### src/sv/assert_macros.svh
// ---------------------------------------------------------------------------
// Assertion macros
// Shared concurrent assertion forms, clocked on clk and disabled in reset.
// ---------------------------------------------------------------------------
`ifndef ASSERT_MACROS_SVH
`define ASSERT_MACROS_SVH

// same-cycle implication
`define ASSERT_IMPL(label, ante, cons) \
	label: assert property (@(posedge clk) disable iff (!arst_n) (ante) |-> (cons)) \
		else $error("assertion failed");

// next-cycle implication
`define ASSERT_NEXT(label, ante, cons) \
	label: assert property (@(posedge clk) disable iff (!arst_n) (ante) |=> (cons)) \
		else $error("assertion failed");

`endif

### src/sv/hufd_pkg.sv
`default_nettype none
// ---------------------------------------------------------------------------
// hufd_pkg
// Types and constants shared by the code-tree decoder modules.
// ---------------------------------------------------------------------------
package hufd_pkg;

	localparam int NODE_COUNT_DEF      = 256;
	localparam int MAX_CODE_LENGTH_DEF = 16;

	localparam int SYM_W    = 8;   // symbol width
	localparam int BITS_W   = 16;  // code word field width
	localparam int LEN_IN_W = 5;   // code length field width
	localparam int CMD_W    = 2;
	localparam int S_DATA_W = 32;  // code_bits, code_length, symbol, zero fill

	typedef enum logic [CMD_W-1:0] {
		CMD_INSERT = 2'd0,
		CMD_DECODE = 2'd1,
		CMD_FLUSH  = 2'd2,
		CMD_IGNORE = 2'd3
	} cmd_t;

	typedef enum logic [1:0] {
		ST_IDLE,
		ST_LOAD,
		ST_WALK
	} state_t;

	// controller to datapath
	typedef struct packed {
		logic start;       // latch a new word
		logic load;        // take node contents into the work register
		logic follow;      // step to an existing child and read it
		logic alloc;       // create a child node
		logic store_leaf;  // mark current node with the symbol
		logic write_back;  // rewrite current node unchanged
		logic cur_to_root;
		logic cur_to_node;
		logic emit_sym;
		logic emit_err;
	} ctl_cmd_t;

	// datapath to controller
	typedef struct packed {
		cmd_t cmd;
		logic len_zero;
		logic link_nz;
		logic full;
		logic holds;
		logic at_child;
		logic out_busy;
	} dp_stat_t;

endpackage
`default_nettype wire

### src/sv/hufd_ctrl.sv
`default_nettype none
`include "assert_macros.svh"
// ---------------------------------------------------------------------------
// hufd_ctrl
// Sequencer for insert, decode and flush walks over the node table.
// ---------------------------------------------------------------------------
module hufd_ctrl (
	input  wire logic              clk,
	input  wire logic              arst_n,
	input  wire logic              s_tvalid,
	input  wire hufd_pkg::cmd_t    command,
	output logic                   s_tready,
	input  wire hufd_pkg::dp_stat_t stat,
	output hufd_pkg::ctl_cmd_t     ctl
);
	import hufd_pkg::*;

	state_t state_q, state_d;
	logic   done;

	always_ff @(posedge clk or negedge arst_n) begin
		if (!arst_n) begin
			state_q <= ST_IDLE;
		end else begin
			state_q <= state_d;
		end
	end

	assign s_tready = (state_q == ST_IDLE);

	// outputs
	always_comb begin
		ctl = '0;
		unique case (state_q)
			ST_IDLE: begin
				ctl.start = s_tvalid && (command != CMD_IGNORE);
			end
			ST_LOAD: begin
				ctl.load = 1'b1;
			end
			ST_WALK: begin
				unique case (stat.cmd)
					CMD_INSERT: begin
						if (stat.len_zero) begin
							ctl.store_leaf = 1'b1;
						end else if (stat.link_nz) begin
							ctl.follow = 1'b1;
						end else if (stat.full) begin
							if (!stat.out_busy) begin
								ctl.write_back = 1'b1;
								ctl.emit_err   = 1'b1;
							end
						end else begin
							ctl.alloc = 1'b1;
						end
					end
					CMD_DECODE: begin
						if (!stat.at_child && stat.link_nz) begin
							ctl.follow = 1'b1;
						end else if (stat.at_child && !stat.holds) begin
							ctl.cur_to_node = 1'b1;
						end else if (!stat.holds) begin
							ctl.cur_to_root = 1'b1;
						end else if (!stat.out_busy) begin
							ctl.emit_sym    = 1'b1;
							ctl.cur_to_root = 1'b1;
						end
					end
					CMD_FLUSH: begin
						if (!stat.holds) begin
							ctl.cur_to_root = 1'b1;
						end else if (!stat.out_busy) begin
							ctl.emit_sym    = 1'b1;
							ctl.cur_to_root = 1'b1;
						end
					end
					default: begin
					end
				endcase
			end
			default: begin
			end
		endcase
	end

	assign done = ctl.store_leaf | ctl.write_back | ctl.cur_to_root | ctl.cur_to_node;

	// next state
	always_comb begin
		state_d = state_q;
		unique case (state_q)
			ST_IDLE: begin
				if (ctl.start) begin
					state_d = ST_LOAD;
				end
			end
			ST_LOAD: begin
				state_d = ST_WALK;
			end
			ST_WALK: begin
				if (stat.cmd == CMD_IGNORE) begin
					state_d = ST_IDLE;
				end else if (ctl.follow) begin
					state_d = ST_LOAD;
				end else if (done) begin
					state_d = ST_IDLE;
				end
			end
			default: begin
				state_d = ST_IDLE;
			end
		endcase
	end

	`ASSERT_NEXT(a_load_then_walk, state_q == ST_LOAD, state_q == ST_WALK)
	`ASSERT_IMPL(a_one_table_op, 1'b1, $onehot0({ctl.follow, ctl.alloc, ctl.store_leaf, ctl.write_back}))
	`ASSERT_IMPL(a_emit_finishes, ctl.emit_sym || ctl.emit_err, state_d == ST_IDLE)

endmodule
`default_nettype wire

### config.mk
export PLATFORM = sky130hd
export DESIGN_NAME = hufd_ctrl
export DESIGN_NICKNAME = d
export VERILOG_FILES = /design/src/sv/hufd_pkg.sv /design/src/sv/hufd_ctrl.sv
export VERILOG_INCLUDE_DIRS = /design/src /design/src/sv
export SDC_FILE = /design/constraint.sdc
export NUM_CORES = 1
export LEC_CHECK = 0
export BUFFER_PORTS_ARGS = -buffer_cell sky130_fd_sc_hd__buf_2
export CAP_MARGIN = 25
export CORE_AREA = 3 3 40 42
export CTS_CLUSTER_DIAMETER = 50
export DETAILED_ROUTE_END_ITERATION = 16
export DIE_AREA = 0 0 43 45
export PLACE_DENSITY = 0.52
export SYNTH_ARGS = -nofsm -noshare
export SYNTH_HDL_FRONTEND = slang
export SYNTH_SLANG_ARGS = --single-unit
### constraint.sdc
create_clock -name clk -period 2.2 [get_ports clk]
set_input_delay 0.11 -clock clk [delete_from_list [all_inputs] [get_ports clk]]
set_output_delay 0.11 -clock clk [all_outputs]
set_load 0.02 [all_outputs]
==> summary.md, run 1 <==
| Metric | Value |
|---|---|
| Post-Synthesis Net Count | `56` |
| Setup Total Neg Slack | `0 ns` |
| GRT Util Overall | `0.0998` |
| Regs by FF count | `state_q x2` |
| Area added between synthesis and finish | `43.1%` |
| Data arrival time of the critical path | `1.41 ns` |
| Clock slew seen by the registers of the worst setup and hold paths | `0.03 ns` |
| Share of the core filled with cells | `0.391` |
| DRC viols | `0` |
| Sinks on the clock net | `2` |
| Number of setup buffers added after CTS | `0` |
| Wirelength, routed | `811 um` |
| Routability cong. | `0.628` |
| Mapped Cells | `39` |
| Type of the worst min-delay path | `in2async` |
| Maxcap violations | `0` |
| Largest voltage drop on the vdd net | `0.255 mV` |
| Cell variety after synth | `24` |
| Antenna violations before repair | `0` |
| Detail Route Antenna Nets | `0` |
| Result of the run | `finished, final reports clean` |
| Final setup violation count | `0` |
| Number of flip-flops under the largest register name | `2` |
| Required @ worst endpoint | `2.09 ns` |
| Vias in the first global route | `359` |
| Post-route insts no fill | `79` |
| Quantity of gates resized following cts | `0` |
| I/O pins | `24` |
| #FFs+latches synth | `2` |
| Count of hold buffers inserted by post-cts repair | `1` |
| Period utilisation layout | `0.689` |
| Die outline area | `1940 um^2` |
| Diodes inserted | `0` |
| Pwr Density | `644 nW/um^2` |
| Initial standard-cell utilization of the core | `0.274` |
| Setup repair after global routing missed its margin | `false` |
| Routed wire length per instance | `10.3 um` |
| Synthesis warning total | `0` |
| Number of vias after detailed routing | `347` |
| Met1 Resource Use GR | `0.123` |
| Commonest non-fill, non-tap cell in the layout | `buf_2` |
| DIE HEIGHT | `45 um` |
| Violation count after the first detailed-routing iteration | `1` |
| Critical path start-end classification | `reg2out` |
| Largest fanout on the critical path | `4` |
| Average cell area after synthesis | `9.02 um^2` |
| Via-per-instance ratio | `4.39` |
| Layout cell share with drive strength beyond 1 | `0.531` |
| Hpwl dp | `720 um` |
| Clock tree from TritonCTS | `yes` |
| Max-slew violation total from the final report | `0` |
| Largest clock skew in the final design | `0.00117 ns` |
| Maximum number of pins on one net before global-route repair | `5` |
| Clock latency reported for the late side of the worst-skew pair | `0.22 ns` |
| Top reg by flops | `state_q` |
| Measured slew at the worst slew-check pin | `0.324 ns` |
| Port buffer count | `23` |
| Global-route congestion overflow total | `0` |
| Static leakage | `0.270 nW` |
| Horiz. Die Dim | `43 um` |
| M3 GR Usage | `0.0359` |
| Critical path endpoint category | `output pin` |
| Clock root cell | `clkbuf_4` |
| Peak Freq | `659 MHz` |
| Post-Syn Area | `352 um^2` |
| Number of detailed-route iterations in the first pass | `2` |
| Total Nets Final | `83` |
| Fin. Hold Viols | `0` |
| Met2 track utilization from global routing | `0.144` |
| Clock buffers created by TritonCTS | `3` |
| Number of rows in the core area | `13` |
| Standard cell core area | `1280 um^2` |
| Global-route wire length before repair | `1.44 mm` |
| Startpoint Class | `flip-flop` |
| Cell total after placement | `75` |
| Commonest cells after routing, fill and taps aside | `buf_2, nor2_1, ha_1` |
| Clock Path Buffers | `2` |
| Min Tclk post-route | `1.52 ns` |
| Busiest layer in global routing | `met2` |
| Worst slew slack as a fraction of its limit | `0.783` |
| Maximum level of the CTS H-tree | `1` |
| Post-synthesis sequential area ratio | `0.142` |
[cells by family after synthesis]
family | Yosys count | synth area share
AO/OA/AOI/OAI | 6 | 0.221
flip-flops | 2 | 0.142
AND/OR/NAND/NOR | 22 | 0.420
adder cells (fa/ha/maj) | 4 | 0.142
buffers and inverters | 5 | 0.0747
[critical path, stage by stage (launching register included)]
cell,delay (ns)
dfrtp_1,0.41
nand2b_1,0.22
nor3_1,0.32
buf_2,0.23
[metal layers]
layer,vias up,part of all wire
li1,183,-
met4,0,0
met3,0,0.11
met2,15,0.43
met1,149,0.46
met5,-,0
[power by group]
part / total, mW / internal, mW / switching (mW)
combinational: 0.181 / 0.0773 / 0.104
sequential: 0.0647 / 0.0507 / 0.0141
clock: 0.0781 / 0.0599 / 0.0181
total: 0.324 / 0.188 / 0.136
[final timing paths]
kind / slack [ns] / from / cells after the start / to
max in group asynchronous: 1.89 / arst_n / 2 / state_q[0]
min in group clk: 0.24 / stat[5] / 4 / state_q[1]
hold reg to reg: 0.63 / state_q[1] / 2 / state_q[1]
setup / recovery: 0.68 / state_q[0] / 3 / ctl[2]
setup reg to reg: 0.94 / state_q[0] / 4 / state_q[1]
hold / removal: 0.21 / arst_n / 2 / state_q[1]
[Yosys cell counts]
cell	n	area, um^2
o41ai_2	1	16.3
nor4b_1	1	8.76
nand2_2	1	6.26
nor2_1	4	15.0
nand3_1	1	5.00
nor3b_2	2	25.0
nor3_1	2	10.0
a21oi_1	1	5.00
a211oi_1	1	7.51
buf_4	2	15.0
or2b_1	1	7.51
ha_1	4	50.1
and3_1	1	6.26
a21oi_4	1	16.3
nand2b_4	1	13.8
nand2_1	3	11.3
nand2b_1	1	6.26
o21ai_1	1	5.00
nor2b_4	1	13.8
dfrtp_1	2	50.1
a2111oi_4	1	27.5
or2_1	1	6.26
nor2b_1	2	12.5
inv_1	3	11.3
[per-stage QoR]
step	power [mW]	cell area, um^2	setup WS [ns]	hold slack, ns
2_1_floorplan	0.198	352	0.733	-0.186
3_3_place_gp	0.246	470	0.886	-0.104
3_5_place_dp	0.246	470	0.880	-0.102
4_1_cts	0.329	503	0.668	0.210
5_1_grt	0.352	503	0.571	0.218
6_report	0.324	503	0.684	0.211
[area by class of cell]
class,count,area (um^2)
fillers,140,782
multi-input cells,32,275
repair buffers,24,125
flip-flops and latches,2,50.0
clock buffers,3,22.5
well taps,15,18.8
inverters,3,11.3
Note: power is estimated with default switching activity, not from simulation.
==> inputs of run 2 (changes only) <==
--- a/config.mk
+++ b/config.mk
@@ -12,7 +12,7 @@
 export CTS_CLUSTER_DIAMETER = 50
 export DETAILED_ROUTE_END_ITERATION = 16
 export DIE_AREA = 0 0 43 45
-export PLACE_DENSITY = 0.52
+export PLACE_DENSITY = 0.54
 export SYNTH_ARGS = -nofsm -noshare
 export SYNTH_HDL_FRONTEND = slang
 export SYNTH_SLANG_ARGS = --single-unit
==> constraint.sdc (replaced) <==
create_clock -name clk -period 1.3 [get_ports clk]
set_input_delay 0.065 -clock clk [delete_from_list [all_inputs] [get_ports clk]]
set_output_delay 0.065 -clock clk [all_outputs]
set_load 0.02 [all_outputs]
==> summary.md, run 2 (synthesized netlist as in run 1, its figures left out) <==
| Metric | Value |
|---|---|
| Result of the run | `finished with violations` |
| Violated checks | `negative setup slack` |
| Die outline area | `1940 um^2 (unchanged)` |
| Final setup violation count | `7 (+7)` |
| Global-route congestion overflow total | `0 (unchanged)` |
| Wirelength, routed | `1.06 mm (+31%)` |
| Slowest CP cell | `dfrtp_1` |
| Slowest Stage Delay on Critical Path | `0.41 ns (about the same)` |
| Number of vias after detailed routing | `404 (+16%)` |
| Violation count after the first detailed-routing iteration | `2 (+1)` |
| Static leakage | `0.350 nW (+30%)` |
| Worst setup slack before clock tree synthesis | `0.0204 ns (-0.860 ns)` |
| Clock latency reported for the late side of the worst-skew pair | `0.23 ns (about the same)` |
| Diodes inserted | `0 (unchanged)` |
| Max-slew violation total from the final report | `0 (unchanged)` |
| Detail Route Antenna Nets | `0 (unchanged)` |
| GRT Util Overall | `0.105 (+0.00508)` |
| Number of flip-flops under the largest register name | `2 (unchanged)` |
| Startpoint Class | `flip-flop` |
| Commonest cells after routing, fill and taps aside | `buf_2, buf_4, buf_6, ha_1` |
| Required @ worst endpoint | `1.24 ns (-0.85 ns)` |
| Sinks on the clock net | `2 (unchanged)` |
| Top reg by flops | `state_q` |
| Reg2Reg Launch Point | `state_q[1]` |
| Commonest non-fill, non-tap cell in the layout | `buf_2` |
| Port buffer count | `23 (unchanged)` |
| Clock tree from TritonCTS | `yes` |
| Total Nets Final | `94 (+13%)` |
| Clock buffers created by TritonCTS | `3 (unchanged)` |
| Global-route wire length before repair | `1.50 mm (+4.3%)` |
| Setup Total Neg Slack | `-0.511 ns (-0.511 ns)` |
| Data arrival time of the critical path | `1.34 ns (-0.07 ns)` |
| Critical path endpoint category | `output pin` |
| Number of detailed-route iterations in the first pass | `3 (+1)` |
| Initial standard-cell utilization of the core | `0.274 (unchanged)` |
| Filler cell count in the final layout | `123 (-12%)` |
| Worst slew slack as a fraction of its limit | `0.809 (+0.0266)` |
| DIE HEIGHT | `45 um (unchanged)` |
| I/O pins | `24 (unchanged)` |
| Horiz. Die Dim | `43 um (unchanged)` |
| Largest clock skew in the final design | `0.00564 ns (+0.00447 ns)` |
| Maximum number of pins on one net before global-route repair | `5 (unchanged)` |
| Largest fanout on the critical path | `3 (-1)` |
| Number of rows in the core area | `13 (unchanged)` |
| Min Tclk post-route | `1.40 ns` |
| Share of the core filled with cells | `0.544 (+0.153)` |
| Clock Path Buffers | `2 (unchanged)` |
| DRC viols | `0 (unchanged)` |
| Setup repair after global routing missed its margin | `true` |
| Hpwl dp | `752 um (+4.5%)` |
| Critical path start-end classification | `reg2out` |
| Largest voltage drop on the vdd net | `0.401 mV (+57%)` |
| Via-per-instance ratio | `4.49 (+2.2%)` |
| Period utilisation layout | `1.08` |
| Power after layout | `825 uW (+150%)` |
| Maxcap violations | `0 (unchanged)` |
| Type of the worst min-delay path | `in2async` |
| Peak Freq | `714 MHz` |
| Routability cong. | `0.695 (+11%)` |
| Clock root cell | `clkbuf_4` |
| Vias in the first global route | `358 (-0.28%)` |
| Layout cell share with drive strength beyond 1 | `0.693 (+0.162)` |
| Measured slew at the worst slew-check pin | `0.286 ns (-0.0374 ns)` |
| Cell chain of the critical path | `nor2b_4 > nand3_2 > nor3b_4 > buf_6` |
| Area added between synthesis and finish | `98.9%` |
| Routed wire length per instance | `11.8 um (+15%)` |
| Standard cell core area | `1280 um^2 (unchanged)` |
| Launch point of the worst path | `state_q[0]` |
| Crit path setup slack, layout | `-0.101 ns (-0.784 ns)` |
| Regs by FF count | `state_q x2` |
| Antenna violations before repair | `0 (unchanged)` |
| Pwr Density | `1180 nW/um^2 (+83%)` |
| Clock slew seen by the registers of the worst setup and hold paths | `0.03 ns (about the same)` |
| Fin. Hold Viols | `0 (unchanged)` |
| Maximum level of the CTS H-tree | `1 (unchanged)` |
-- run 2: per-stage QoR --
stage	instances	instance area, um^2	hold WS (ns)
6_report	90	699	0.158
5_1_grt	90	699	0.145
4_1_cts	87	627	0.162
3_5_place_dp	76	499	-0.143
3_3_place_gp	76	499	-0.147
2_1_floorplan	39	373	-0.231
-- run 2: where the power goes --
group	internal [mW]	switching, mW	leakage [nW]	total, mW
clock	0.102	0.0389	0.0138	0.141
sequential	0.0857	0.0251	0.0258	0.111
combinational	0.309	0.265	0.311	0.573
total	0.497	0.329	0.350	0.825
-- run 2: cell type report --
| cell class | count | area [um^2] | share of cell area |
|---|---|---|---|
| Multi-Input combinational cell | 32 | 337 | 0.481 |
| Timing Repair Buffer | 35 | 260 | 0.372 |
| Sequential cell | 2 | 50.0 | 0.0716 |
| Tap cell | 15 | 18.8 | 0.0268 |
| Inverter | 3 | 11.3 | 0.0161 |
| Clock buffer | 3 | 22.5 | 0.0322 |
-- run 2: path summary, 6_finish.rpt --
kind / end / slack (ns) / cells after the start
min in group clk: state_q[0] / 0.23 / 3
max in group asynchronous: state_q[0] / 1.04 / 2
min reg2reg: state_q[1] / 0.84 / 4
max: ctl[0] / -0.10 / 4
max reg2reg: state_q[1] / -0.10 / 7
min: state_q[1] / 0.16 / 2
-- run 2: per-layer routing --
layer / track usage / vias to the layer above / share of wire / routed length [um]
li1: - / 206 / - / -
met1: 0.116 / 180 / 0.41 / 435
met2: 0.180 / 18 / 0.51 / 538
met3: 0.0478 / 0 / 0.085 / 90
met4: 0.0361 / 0 / 0 / 0
met5: 0 / - / 0 / 0
-- run 2: worst max-delay path, delay by kind of cell (launching register included) --
kind / cells / cell delay (ns)
flops: 1 / 0.41
simple gates: 3 / 0.54
buf+inv: 1 / 0.16
-- run 2: what timing repair did --
action | CTS | global route
hold endpoints to repair | 2 | 0
endpoints found under the setup margin | 5 | 10
gates cloned | 0 | 0
resized for setup | 13 | 11
pin swaps | 5 | 3
hold buffers | 1 | 0
setup buffers | 7 | 3
